--- src/bresenham_line_rasterizer_core_assert.svh ---
// Assertion macros for the line rasterizer core.
`ifndef BRESENHAM_LINE_RASTERIZER_CORE_ASSERT_SVH
`define BRESENHAM_LINE_RASTERIZER_CORE_ASSERT_SVH

`ifndef SYNTHESIS
`define BLR_ASSERT_SAME(lbl, clk, rst, ante, cons) \
   lbl: assert property (@(posedge clk) disable iff (rst) (ante) |-> (cons)) \
      else $error("same-cycle check failed");
`define BLR_ASSERT_NEXT(lbl, clk, rst, ante, cons) \
   lbl: assert property (@(posedge clk) disable iff (rst) (ante) |=> (cons)) \
      else $error("next-cycle check failed");
`else
`define BLR_ASSERT_SAME(lbl, clk, rst, ante, cons)
`define BLR_ASSERT_NEXT(lbl, clk, rst, ante, cons)
`endif

`endif

--- src/blr_pkg.sv ---
// Types and constants shared by the line rasterizer modules.
package blr_pkg;

   localparam int COORD_BITS    = 12;
   localparam int DIFF_BITS     = COORD_BITS + 1;
   localparam int CUR_BITS      = COORD_BITS + 2;
   localparam int ERR_BITS      = COORD_BITS + 4;
   localparam int CNT_BITS      = COORD_BITS + 1;
   localparam int CFG_BITS      = 12;
   localparam int CMP_BITS      = (CUR_BITS > CFG_BITS) ? CUR_BITS : CFG_BITS;
   localparam int PROD_BITS     = 2 * CFG_BITS + 1;
   localparam int ADDR_BITS     = 22;
   localparam int COLOR_BITS    = 32;
   localparam int CSR_ADDR_BITS = 3;
   localparam int CSR_DATA_BITS = 32;
   localparam int REG_IDX_BIT   = 2;

   localparam logic CMD_LOAD = 1'b0;
   localparam logic CMD_STEP = 1'b1;

   localparam logic REG_SCREEN_WIDTH  = 1'b0;
   localparam logic REG_SCREEN_HEIGHT = 1'b1;

   localparam logic [CFG_BITS-1:0] WIDTH_RESET  = CFG_BITS'(640);
   localparam logic [CFG_BITS-1:0] HEIGHT_RESET = CFG_BITS'(480);

   typedef struct packed {
      logic                         cmd;
      logic signed [COORD_BITS-1:0] start_x;
      logic signed [COORD_BITS-1:0] start_y;
      logic signed [COORD_BITS-1:0] end_x;
      logic signed [COORD_BITS-1:0] end_y;
      logic [COLOR_BITS-1:0]        line_color;
   } req_type;

   typedef struct packed {
      logic [ADDR_BITS-1:0]  pixel_address;
      logic [COLOR_BITS-1:0] pixel_color;
      logic                  write_enable;
      logic                  last_pixel;
   } rsp_type;

   typedef struct packed {
      logic [CFG_BITS-1:0] screen_width;
      logic [CFG_BITS-1:0] screen_height;
   } cfg_type;

   typedef struct packed {
      logic signed [CUR_BITS-1:0] origin_x;
      logic signed [CUR_BITS-1:0] origin_y;
      logic                       x_major;
      logic                       step_x_neg;
      logic                       step_y_neg;
      logic signed [ERR_BITS-1:0] error_term;
      logic signed [ERR_BITS-1:0] minor_inc;
      logic signed [ERR_BITS-1:0] both_inc;
      logic [CNT_BITS-1:0]        pixels_left;
      logic [COLOR_BITS-1:0]      color;
   } setup_type;

   typedef struct packed {
      logic signed [CUR_BITS-1:0] x;
      logic signed [CUR_BITS-1:0] y;
      logic [COLOR_BITS-1:0]      color;
      logic                       last;
   } pixel_type;

   typedef struct packed {
      logic      active;
      pixel_type pixel;
   } walk_type;

endpackage

--- src/blr_csr.sv ---
// Configuration registers: screen width and height behind an APB-style port.
module blr_csr (
   input  logic                              clock,
   input  logic                              reset,
   input  logic                              psel,
   input  logic                              penable,
   input  logic                              pwrite,
   input  logic [blr_pkg::CSR_ADDR_BITS-1:0] paddr,
   input  logic [blr_pkg::CSR_DATA_BITS-1:0] pwdata,
   output logic [blr_pkg::CSR_DATA_BITS-1:0] prdata,
   output logic                              pready,
   output blr_pkg::cfg_type                  cfg
);

   logic [blr_pkg::CFG_BITS-1:0] width_ff;
   logic [blr_pkg::CFG_BITS-1:0] width_in;
   logic [blr_pkg::CFG_BITS-1:0] height_ff;
   logic [blr_pkg::CFG_BITS-1:0] height_in;
   logic                         wr_en;
   logic                         reg_sel;

   assign pready  = 1'b1;
   assign wr_en   = psel & penable & pwrite;
   assign reg_sel = paddr[blr_pkg::REG_IDX_BIT];

   always_comb begin
      width_in  = width_ff;
      height_in = height_ff;
      if (wr_en) begin
         unique case (reg_sel)
            blr_pkg::REG_SCREEN_WIDTH:  width_in  = pwdata[blr_pkg::CFG_BITS-1:0];
            blr_pkg::REG_SCREEN_HEIGHT: height_in = pwdata[blr_pkg::CFG_BITS-1:0];
            default: ;
         endcase
      end
   end

   always_comb begin
      unique case (reg_sel)
         blr_pkg::REG_SCREEN_WIDTH:  prdata = blr_pkg::CSR_DATA_BITS'(width_ff);
         blr_pkg::REG_SCREEN_HEIGHT: prdata = blr_pkg::CSR_DATA_BITS'(height_ff);
         default:                    prdata = '0;
      endcase
   end

   always_ff @(posedge clock) begin
      if (reset) begin
         width_ff  <= blr_pkg::WIDTH_RESET;
         height_ff <= blr_pkg::HEIGHT_RESET;
      end else begin
         width_ff  <= width_in;
         height_ff <= height_in;
      end
   end

   assign cfg.screen_width  = width_ff;
   assign cfg.screen_height = height_ff;

endmodule

--- src/blr_setup.sv ---
// Line setup: spans, directions, major axis and error increments from two endpoints.
module blr_setup (
   input  blr_pkg::req_type   req,
   output blr_pkg::setup_type setup
);

   logic signed [blr_pkg::DIFF_BITS-1:0] du;
   logic signed [blr_pkg::DIFF_BITS-1:0] dv;
   logic signed [blr_pkg::DIFF_BITS-1:0] du_abs;
   logic signed [blr_pkg::DIFF_BITS-1:0] dv_abs;
   logic [blr_pkg::COORD_BITS-1:0]       span_x;
   logic [blr_pkg::COORD_BITS-1:0]       span_y;
   logic [blr_pkg::COORD_BITS-1:0]       major;
   logic [blr_pkg::COORD_BITS-1:0]       minor;
   logic                                 x_major;
   logic signed [blr_pkg::ERR_BITS-1:0]  major_w;
   logic signed [blr_pkg::ERR_BITS-1:0]  minor2_w;

   always_comb begin
      du       = blr_pkg::DIFF_BITS'(req.end_x) - blr_pkg::DIFF_BITS'(req.start_x);
      dv       = blr_pkg::DIFF_BITS'(req.end_y) - blr_pkg::DIFF_BITS'(req.start_y);
      du_abs   = du[blr_pkg::DIFF_BITS-1] ? -du : du;
      dv_abs   = dv[blr_pkg::DIFF_BITS-1] ? -dv : dv;
      span_x   = du_abs[blr_pkg::COORD_BITS-1:0];
      span_y   = dv_abs[blr_pkg::COORD_BITS-1:0];
      x_major  = span_x > span_y;
      major    = x_major ? span_x : span_y;
      minor    = x_major ? span_y : span_x;
      major_w  = signed'(blr_pkg::ERR_BITS'(major));
      minor2_w = signed'(blr_pkg::ERR_BITS'(minor) << 1);

      setup.origin_x    = blr_pkg::CUR_BITS'(req.start_x);
      setup.origin_y    = blr_pkg::CUR_BITS'(req.start_y);
      setup.x_major     = x_major;
      setup.step_x_neg  = du[blr_pkg::DIFF_BITS-1];
      setup.step_y_neg  = dv[blr_pkg::DIFF_BITS-1];
      setup.error_term  = major_w - minor2_w;
      setup.minor_inc   = -minor2_w;
      setup.both_inc    = (major_w <<< 1) - minor2_w;
      setup.pixels_left = blr_pkg::CNT_BITS'(major) + blr_pkg::CNT_BITS'(1);
      setup.color       = req.line_color;
   end

endmodule

--- src/blr_walker.sv ---
// Line state: current pixel, error term and pixel count, advanced one pixel per step.
module blr_walker (
   input  logic               clock,
   input  logic               reset,
   input  logic               load_fire,
   input  logic               step_fire,
   input  blr_pkg::setup_type setup,
   output blr_pkg::walk_type  walk
);

   logic                                active_ff;
   logic                                active_in;
   logic signed [blr_pkg::CUR_BITS-1:0] x_ff;
   logic signed [blr_pkg::CUR_BITS-1:0] x_in;
   logic signed [blr_pkg::CUR_BITS-1:0] y_ff;
   logic signed [blr_pkg::CUR_BITS-1:0] y_in;
   logic                                x_major_ff;
   logic                                x_major_in;
   logic                                step_x_neg_ff;
   logic                                step_x_neg_in;
   logic                                step_y_neg_ff;
   logic                                step_y_neg_in;
   logic signed [blr_pkg::ERR_BITS-1:0] err_ff;
   logic signed [blr_pkg::ERR_BITS-1:0] err_in;
   logic signed [blr_pkg::ERR_BITS-1:0] minor_inc_ff;
   logic signed [blr_pkg::ERR_BITS-1:0] minor_inc_in;
   logic signed [blr_pkg::ERR_BITS-1:0] both_inc_ff;
   logic signed [blr_pkg::ERR_BITS-1:0] both_inc_in;
   logic [blr_pkg::CNT_BITS-1:0]        left_ff;
   logic [blr_pkg::CNT_BITS-1:0]        left_in;
   logic [blr_pkg::COLOR_BITS-1:0]      color_ff;
   logic [blr_pkg::COLOR_BITS-1:0]      color_in;
   logic signed [blr_pkg::CUR_BITS-1:0] step_x;
   logic signed [blr_pkg::CUR_BITS-1:0] step_y;
   logic                                last;
   logic                                diag;

   assign step_x = step_x_neg_ff ? '1 : blr_pkg::CUR_BITS'(1);
   assign step_y = step_y_neg_ff ? '1 : blr_pkg::CUR_BITS'(1);
   assign last   = left_ff <= blr_pkg::CNT_BITS'(1);
   assign diag   = err_ff[blr_pkg::ERR_BITS-1];

   always_comb begin
      active_in     = active_ff;
      x_in          = x_ff;
      y_in          = y_ff;
      x_major_in    = x_major_ff;
      step_x_neg_in = step_x_neg_ff;
      step_y_neg_in = step_y_neg_ff;
      err_in        = err_ff;
      minor_inc_in  = minor_inc_ff;
      both_inc_in   = both_inc_ff;
      left_in       = left_ff;
      color_in      = color_ff;
      if (load_fire) begin
         active_in     = 1'b1;
         x_in          = setup.origin_x;
         y_in          = setup.origin_y;
         x_major_in    = setup.x_major;
         step_x_neg_in = setup.step_x_neg;
         step_y_neg_in = setup.step_y_neg;
         err_in        = setup.error_term;
         minor_inc_in  = setup.minor_inc;
         both_inc_in   = setup.both_inc;
         left_in       = setup.pixels_left;
         color_in      = setup.color;
      end else if (step_fire && active_ff) begin
         if (x_major_ff || diag) begin
            x_in = x_ff + step_x;
         end
         if (!x_major_ff || diag) begin
            y_in = y_ff + step_y;
         end
         err_in = err_ff + (diag ? both_inc_ff : minor_inc_ff);
         if (last) begin
            left_in   = '0;
            active_in = 1'b0;
         end else begin
            left_in = left_ff - blr_pkg::CNT_BITS'(1);
         end
      end
   end

   always_ff @(posedge clock) begin
      if (reset) begin
         active_ff <= 1'b0;
      end else begin
         active_ff <= active_in;
      end
   end

   always_ff @(posedge clock) begin
      x_ff          <= x_in;
      y_ff          <= y_in;
      x_major_ff    <= x_major_in;
      step_x_neg_ff <= step_x_neg_in;
      step_y_neg_ff <= step_y_neg_in;
      err_ff        <= err_in;
      minor_inc_ff  <= minor_inc_in;
      both_inc_ff   <= both_inc_in;
      left_ff       <= left_in;
      color_ff      <= color_in;
   end

   assign walk.active      = active_ff;
   assign walk.pixel.x     = x_ff;
   assign walk.pixel.y     = y_ff;
   assign walk.pixel.color = color_ff;
   assign walk.pixel.last  = last;

endmodule

--- src/blr_pixel_out.sv ---
// Clip test, linear address and the result register of the pixel channel.
module blr_pixel_out (
   input  logic               clock,
   input  logic               reset,
   input  logic               pix_fire,
   input  blr_pkg::pixel_type pixel,
   input  blr_pkg::cfg_type   cfg,
   input  logic               rsp_ready,
   output logic               rsp_valid,
   output blr_pkg::rsp_type   rsp_data
);

   logic                            valid_ff;
   logic                            valid_in;
   blr_pkg::rsp_type                data_ff;
   blr_pkg::rsp_type                data_in;
   logic [blr_pkg::CMP_BITS-1:0]    x_cmp;
   logic [blr_pkg::CMP_BITS-1:0]    y_cmp;
   logic [blr_pkg::CFG_BITS-1:0]    x_col;
   logic [blr_pkg::CFG_BITS-1:0]    y_row;
   logic [2*blr_pkg::CFG_BITS-1:0]  row_base;
   logic [blr_pkg::PROD_BITS-1:0]   addr_wide;
   logic                            on_screen;

   always_comb begin
      x_cmp     = blr_pkg::CMP_BITS'($unsigned(pixel.x));
      y_cmp     = blr_pkg::CMP_BITS'($unsigned(pixel.y));
      on_screen = !pixel.x[blr_pkg::CUR_BITS-1] && !pixel.y[blr_pkg::CUR_BITS-1] &&
                  (x_cmp < blr_pkg::CMP_BITS'(cfg.screen_width)) &&
                  (y_cmp < blr_pkg::CMP_BITS'(cfg.screen_height));
      x_col     = blr_pkg::CFG_BITS'($unsigned(pixel.x));
      y_row     = blr_pkg::CFG_BITS'($unsigned(pixel.y));
      row_base  = y_row * cfg.screen_width;
      addr_wide = blr_pkg::PROD_BITS'(row_base) + blr_pkg::PROD_BITS'(x_col);

      data_in.pixel_address = on_screen ? addr_wide[blr_pkg::ADDR_BITS-1:0] : '0;
      data_in.pixel_color   = pixel.color;
      data_in.write_enable  = on_screen;
      data_in.last_pixel    = pixel.last;
   end

   always_comb begin
      priority if (pix_fire) begin
         valid_in = 1'b1;
      end else if (rsp_ready) begin
         valid_in = 1'b0;
      end else begin
         valid_in = valid_ff;
      end
   end

   always_ff @(posedge clock) begin
      if (reset) begin
         valid_ff <= 1'b0;
      end else begin
         valid_ff <= valid_in;
      end
   end

   always_ff @(posedge clock) begin
      if (pix_fire) begin
         data_ff <= data_in;
      end
   end

   assign rsp_valid = valid_ff;
   assign rsp_data  = data_ff;

endmodule

--- src/bresenham_line_rasterizer_core.sv ---
// Bresenham line rasterizer top level: load and step channel, pixel channel, registers.
//
// Usage: a transfer on req_ with cmd = load latches two endpoints and a color and
// starts a new line (replacing any line in progress); it gives no pixel. Each later
// transfer with cmd = step gives one pixel on rsp_: the linear address y * width + x,
// the color, write_enable (clear and address zero when the pixel is off screen) and
// last_pixel on the final pixel. A step with no line in progress gives nothing.
// A step's pixel appears on rsp_valid in the cycle after its transfer.
// Throughput: one item per cycle while rsp_ready keeps the output free; the line state and
// the result register both update in the same cycle, with the address multiply between them.
// Stall: while a pixel waits with rsp_ready low, req_ready drops and nothing is lost;
// req_ready returns in the cycle the pixel is taken.
// Reset: no line in progress, result register empty, screen 640 x 480.
// Registers (psel/penable/pwrite, pready always high): 0x0 screen_width,
// 0x4 screen_height, 12 bits each; write them only while the block is idle.
module bresenham_line_rasterizer_core (
   input  logic                              clock,
   input  logic                              reset,
   input  logic                              req_valid,
   output logic                              req_ready,
   input  blr_pkg::req_type                  req_data,
   output logic                              rsp_valid,
   input  logic                              rsp_ready,
   output blr_pkg::rsp_type                  rsp_data,
   input  logic                              psel,
   input  logic                              penable,
   input  logic                              pwrite,
   input  logic [blr_pkg::CSR_ADDR_BITS-1:0] paddr,
   input  logic [blr_pkg::CSR_DATA_BITS-1:0] pwdata,
   output logic [blr_pkg::CSR_DATA_BITS-1:0] prdata,
   output logic                              pready
);

`include "bresenham_line_rasterizer_core_assert.svh"

   blr_pkg::cfg_type   cfg;
   blr_pkg::setup_type setup;
   blr_pkg::walk_type  walk;
   logic               req_fire;
   logic               load_fire;
   logic               step_fire;
   logic               pix_fire;

   assign req_ready = !rsp_valid || rsp_ready;
   assign req_fire  = req_valid && req_ready;
   assign load_fire = req_fire && (req_data.cmd == blr_pkg::CMD_LOAD);
   assign step_fire = req_fire && (req_data.cmd == blr_pkg::CMD_STEP);
   assign pix_fire  = step_fire && walk.active;

   blr_csr u_csr (
      .clock   (clock),
      .reset   (reset),
      .psel    (psel),
      .penable (penable),
      .pwrite  (pwrite),
      .paddr   (paddr),
      .pwdata  (pwdata),
      .prdata  (prdata),
      .pready  (pready),
      .cfg     (cfg)
   );

   blr_setup u_setup (
      .req   (req_data),
      .setup (setup)
   );

   blr_walker u_walker (
      .clock     (clock),
      .reset     (reset),
      .load_fire (load_fire),
      .step_fire (step_fire),
      .setup     (setup),
      .walk      (walk)
   );

   blr_pixel_out u_pixel_out (
      .clock     (clock),
      .reset     (reset),
      .pix_fire  (pix_fire),
      .pixel     (walk.pixel),
      .cfg       (cfg),
      .rsp_ready (rsp_ready),
      .rsp_valid (rsp_valid),
      .rsp_data  (rsp_data)
   );

   `BLR_ASSERT_SAME(a_stall_blocks_req, clock, reset, rsp_valid && !rsp_ready, !req_ready)
   `BLR_ASSERT_NEXT(a_load_starts_line, clock, reset, load_fire, walk.active)
   `BLR_ASSERT_NEXT(a_idle_step_silent, clock, reset,
      step_fire && !walk.active && !rsp_valid, !rsp_valid)
   `BLR_ASSERT_NEXT(a_last_ends_line, clock, reset, pix_fire && walk.pixel.last,
      !walk.active && rsp_valid && rsp_data.last_pixel)

endmodule

--- config.mk ---
export PLATFORM = sky130hd
export DESIGN_NAME = bresenham_line_rasterizer_core
export DESIGN_NICKNAME = d
export VERILOG_FILES = /design/src/blr_pkg.sv /design/src/blr_csr.sv /design/src/blr_setup.sv /design/src/blr_walker.sv /design/src/blr_pixel_out.sv /design/src/bresenham_line_rasterizer_core.sv
export VERILOG_INCLUDE_DIRS = /design/src /design/src/src
export SDC_FILE = /design/constraint.sdc
export NUM_CORES = 1
export LEC_CHECK = 0
export BUFFER_PORTS_ARGS = -buffer_cell sky130_fd_sc_hd__buf_2
export CORE_MARGIN = 1
export CORE_UTILIZATION = 35
export CTS_CLUSTER_DIAMETER = 60
export DETAILED_ROUTE_END_ITERATION = 10
export HOLD_SLACK_MARGIN = 0.15
export PLACE_DENSITY = 0.64
export SYNTH_ARGS = -nofsm -noshare
export SYNTH_HDL_FRONTEND = slang
export SYNTH_SLANG_ARGS = --single-unit
--- constraint.sdc ---
create_clock -name clock -period 8.9 [get_ports clock]
set_input_delay 0.89 -clock clock [delete_from_list [all_inputs] [get_ports clock]]
set_output_delay 0.89 -clock clock [all_outputs]
set_load 0.02 [all_outputs]
Word level (Yosys, flattened, before mapping)
Index checks and enable logic that the tools add are counted.
- $add $sub $neg: 13
- $mul: 1
- magnitude comparators: 4
- muxes and demuxes: 24
- bitwise logic cells: 4
- reductions and logical operators: 24
- operator list (kind ; count):
    $mux 14 ; 8
    $pmux 32 s2 ; 1
    $mux 12 ; 4
    $mux 16 ; 3
    $mux 13 ; 3
    $add 14x14->14 ; 2
    $lt 14x12->1 ; 2
    $sub 12x12->13 ; 2
    $neg 12->12 ; 2
    $add 22x12->22 ; 1
    $mul 12x12->22 ; 1
    $add 16x16->16 ; 1
    $neg 13->16 ; 1
    $sub 12x13->14 ; 1
    $sub 13x13->14 ; 1
    $add 12x1->13 const B ; 1
    $le 13x1->1 const B ; 1
    $sub 13x1->13 const B ; 1
    $gt 12x12->1 ; 1
    $reduce_and 2->1 ; 5
    $reduce_bool 2->1 ; 5
    $logic_and 1x1->1 ; 7
    $mux 1 ; 5
    $logic_not 1->1 ; 4
    other kinds (3) ; 7
- flip-flop bits (word level): 206
- input port bits: 123
- output and inout port bits: 91
- word-level logic and storage cells: 88

Logic depth before layout (Yosys ltp)
- word-level depth: 7
- mapped depth: 37

Modules after synthesis
From an unflattened synthesis, not the netlist that was laid out.
- cell total of the unflattened synthesis: 2138
- area, all modules: 20224.4 µm²
- modules (own cells, without submodules) (module ; instances ; cells each ; area each (µm²) ; seq. area each (µm²)):
    blr_pixel_out ; 1 ; 763 ; 7440.9 ; 1701.6
    blr_walker ; 1 ; 539 ; 6665.1 ; 3743.6
    blr_setup ; 1 ; 697 ; 4739.5 ; 0.0
    blr_csr ; 1 ; 135 ; 1336.3 ; 480.5
    bresenham_line_rasterizer_core ; 1 ; 4 ; 42.5 ; 0.0

Worst setup path after synthesis
Ideal clock, no wire load.
- kind: input-to-reg
- from: in req_data[44] (netlist name)
- to: reg u_walker.err_ff[12] (netlist name) (data pin)
- arrival: 7.389 ns
- data required time: 8.645 ns
- setup slack: 1.256 ns
- cell stages on the path: 30
- cell sequence: inv_1 ha_1 fa_1 nand2b_1 a211o_1 a31o_2 a21oi_1 o22ai_1 clkbuf_1 o21a_1 xnor2_1 clkinv_1 ha_1 inv_1 nor4_1 a21oi_1 a221o_1 a22oi_2 o21ai_4 mux2i_1 ha_1 a21oi_1 o21ai_0 o21ai_0 a211o_1 a31oi_2 a21oi_1 o211ai_1 a21o_1 a31o_1
- RTL lines (element ; line ; RTL):
    start: declaration ; bresenham_line_rasterizer_core.sv:21 ; input blr_pkg::req_type req_data,
    end signal: assignment ; blr_walker.sv:98 ; err_ff <= err_in;
    end: declaration ; blr_walker.sv:23 ; logic signed [blr_pkg::ERR_BITS-1:0] err_ff;

Worst setup path in the final report
- from: in req_data[44] (netlist name)
- to: reg u_walker.err_ff[12] (netlist name) (data pin)
- cells in the longest elaborated chain, start to end: 7
- elaborated cells on any way between the ends: 8
- classes of those cells: add/sub (3); order compare (1); mux (4)
- ends and longest elaborated chain (element ; line ; RTL):
    $sub 12x12->13 * ; blr_setup.sv:20 ; du = blr_pkg::DIFF_BITS'(req.end_x) - blr_pkg::DIFF_BITS'(req.start_x);
    $neg 12->12 ; blr_setup.sv:22 ; du_abs = du[blr_pkg::DIFF_BITS-1] ? -du : du;
    $mux 12 * ; blr_setup.sv:22 ;
    $gt 12x12->1 ; blr_setup.sv:26 ; x_major = span_x > span_y;
    $mux 12, on equally long branches ; blr_setup.sv:27, blr_setup.sv:28 ;
    $sub 12x13->14 * ; blr_setup.sv:37 ; setup.error_term = major_w - minor2_w;
    $mux 16 * ; blr_walker.sv:55 ; if (load_fire) begin
    named net u_walker.err_in (one bit) ; blr_walker.sv:24 ; logic signed [blr_pkg::ERR_BITS-1:0] err_in;
Mark *: on every way through the listed nets, which the timed path passes. The rest lies on a longest branch.
A chain may end at the register's enable or synchronous reset.

==> metrics.md <==
| Metric | Value |
|---|---|
| Status | finished, final reports clean |
| Most common cell after layout, fill and taps aside | inv_1 |
| Met3 usage | 0.0269 |
| Sink Count | 201 |
| Worst Path Max Fanout | 13 |
| Largest net degree at the start of global routing | 66 |
| Area delta synth->final | 12.5% |
| Final setup skew | 0.0154 ns |
| Layout Nets | 2528 |
| Clk buf depth | 3 |
| Total track usage | 0.179 |
| Critical path class | in -> reg |
| Root buf cell | clkbuf_16 |
| Worst setup SP type | input pin |
| Diodes inserted | 0 |
| Num CTS Buffers | 25 |
| Most frequent cells in the layout | 260 x inv_1, 233 x nand2_1, 175 x edfxtp_1 |
| Setup crit end kind | register |
| Via density | 5.05 |
| Global Route met1 Usage | 0.236 |
| Data arrival time of the critical path | 8.03 ns |
| Sequential area share after synthesis | 0.315 |
| Die height | 231 um |
| Starting Density | 0.356 |
| RSZ-0062 raised after global routing | no |
| Leak | 9.05 nW |
| Final Cycle Share | 0.868 |
| Grt ovf | 0 |
| I/O Buffers | 170 |
| Async SR Flop Fraction | 0 |
| WL/cell | 17.0 um |
| Synth Cell Area | 18300 um2 |
| Leading area contributor after synthesis | edfxtp_1 |
| CTS clk-pin slew, worst paths | 0.06 ns |
| Clock latency on the worst-skew pair | 0.55 ns |
| Met2 usage | 0.299 |
| Final hold violation count | 0 |
| #FFs+latches synth | 201 |
| WP data required | 9.20 ns |
| WP buf/inv | 7 |
| CTS tree | yes |
| Routed WL | 47.9 mm |
| Post-layout minimum cycle time | 7.73 ns |
| EDFF count, synth | 175 |
| FILL cells | 5095 |
| Share of cells above drive strength 1 | 0.134 |
| Hold_buf cts | 0 |
| CP max stage cell | ha_1 |
| Yosys cell types | 92 |
| H-tree depth | 1 |
| Row cnt | 83 |
| Synth warnings | 0 |
| Avg Inst Size Synth | 9.33 um2 |
| Fin util | 0.401 |
| CP peak stage delay | 0.45 ns |
| Top_reg_cell synth | edfxtp_1 |
| Initial drt markers | 1014 |
| Final antenna-violating net count | 0 |
| Max_slew headroom | 0.298 |
| Setup Fix Bufs, Post-CTS | 0 |
| Power Density | 253 nW/um2 |
| Vias | 14222 |
| Die Wd | 231 um |
| Die area | 53300 um2 |
| Post-synthesis cell count | 1965 |
| Worst path top cell family by delay | compound AO/OA/AOI/OAI gates |
| Yosys top cell area share | 0.287 |
| Setup violations, final | 0 |
| Antenna violations before repair | 0 |
| Worst-Margin Slew | 1.05 ns |
| GP Congestion | 0.887 |
| Top Usage Layer GRT | met2 |
| First-pass GRT wire length | 75.4 mm |
| Final TNS setup | 0 ns |
| DPL Wire Length | 37.3 mm |
| IO Count | 214 |
| FMAX | 129 MHz |
| Largest cells by area after synthesis | edfxtp_1 29%, fa_1 13%, ha_1 12% |
| Core area | 51500 um2 |
| Max Slew Vio Count | 0 |
| Drt pass-1 iters | 5 |
| Vias in the first global route | 14214 |
| Drt drc | 0 |
| Max_cap viols | 0 |
| Stages on the worst setup path | 33 |
| Peak VDD IR | 0.000119 V |
| FF-to-FF path depth | 26 |
| Worst hold path type | reg -> reg |
| Post-cts repair resize count | 0 |
| Hold path cells | 0 |
-- power by group --
| group | internal, mW | switching [mW] |
|---|---|---|
| logic | 1.22 | 1.71 |
| registers | 1.23 | 0.0899 |
| clock network | 0.558 | 0.421 |
-- sequential cells by signal, summed over array words and instances, names as in the netlist --
register / flops
u_csr.height_ff: 12
u_walker.step_y_neg_ff: 1
u_csr.width_ff: 12
u_walker.left_ff: 13
u_walker.color_ff: 32
u_walker.x_ff: 14
u_walker.minor_inc_ff: 15
u_walker.active_ff: 1
u_walker.err_ff: 15
u_walker.both_inc_ff: 13
u_walker.step_x_neg_ff: 1
u_walker.y_ff: 14
u_pixel_out.rsp_valid: 1
u_pixel_out.rsp_data: 56
u_walker.x_major_ff: 1
-- kinds of logic (layout without fill, tap and decap cells) --
family | after synthesis | count (layout) | share of synthesized area
and+or+nand+nor | 576 | 576 | 0.145
DFF | 201 | 201 | 0.315
adders and majority gates | 288 | 288 | 0.244
AOI/OAI and AO/OA | 382 | 382 | 0.133
muxes | 35 | 35 | 0.0206
xor gates and xnor gates | 128 | 128 | 0.0630
other | 2 | 21 | 0.000409
buffers and inverters | 353 | 508 | 0.0789
-- cell usage after synthesis (all sizes together) (6+ instances only) --
library cell and n:
edfxtp 175, mux2i 23, a211o 8, clkbuf 51, xor2 34, inv 265
and3 7, o22ai 12, a21o 22, nand2 234, a21oi 137, nor4 7
or2 6, nand2b 20, xnor2 92, o211ai 10, or3 11, mux2 12
nor2b 7, fa 116, a21boi 13, buf 33, and2 57, dfxtp 26
nor3b 8, ha 169, o31ai 12, nor2 161, nand4 7, o21ai 91
nand3 24, a211oi 6, o21a 7, a31oi 7, nor3 12, o21bai 20
-- worst register-to-register path, delay by kind of cell (launching register included) --
family	cells	cell delay, ns
AOI/OAI and AO/OA	14	2.67
DFF	1	0.75
xor gates and xnor gates	1	0.17
adders and majority gates	6	2.64
buffers and inverters	3	0.18
and+or+nand+nor	2	0.22
-- through the flow --
| step | area, um2 | total power, mW | worst slack, ns | cells | hold WS (ns) |
|---|---|---|---|---|---|
| 5_1_grt | 20600 | 5.65 | 0.666 | 2819 | 0.422 |
| 6_report | 20600 | 5.23 | 1.17 | 2819 | 0.414 |
| 3_3_place_gp | 19900 | 4.17 | 0.878 | 2773 | 0.400 |
| 3_5_place_dp | 19900 | 4.24 | 0.713 | 2773 | 0.405 |
| 2_1_floorplan | 18400 | 3.58 | 1.26 | 1984 | 0.400 |
| 4_1_cts | 20600 | 5.25 | 1.28 | 2819 | 0.420 |
-- final timing paths --
path	from	to	slack (ns)
worst max-delay path	req_data[44]	u_walker.err_ff[12]	1.17
worst min-delay path	u_walker.color_ff[1]	u_pixel_out.rsp_data[3]	0.41
worst max register to register	u_walker.y_ff[2]	u_pixel_out.rsp_data[55]	1.99
worst min register to register	u_walker.color_ff[1]	u_pixel_out.rsp_data[3]	0.41
-- layout make-up --
class                      count  area [um2]  area share
clock inverter                12        83.8     0.00406
tap                          680         851      0.0412
timing repair buffer         193        1020      0.0496
inverter                     269        1010      0.0492
sequential                   201        5780       0.280
clock buffer                  34         701      0.0339
multi-input combinational   1430       11200       0.542
-- metal layers --
metal | up-vias | routed length (um)
met5 | - | 0
met4 | 0 | 1180
met3 | 63 | 3120
met2 | 456 | 22100
met1 | 6811 | 21500
li1 | 6892 | -
Note: power is estimated with default switching activity, not from simulation.
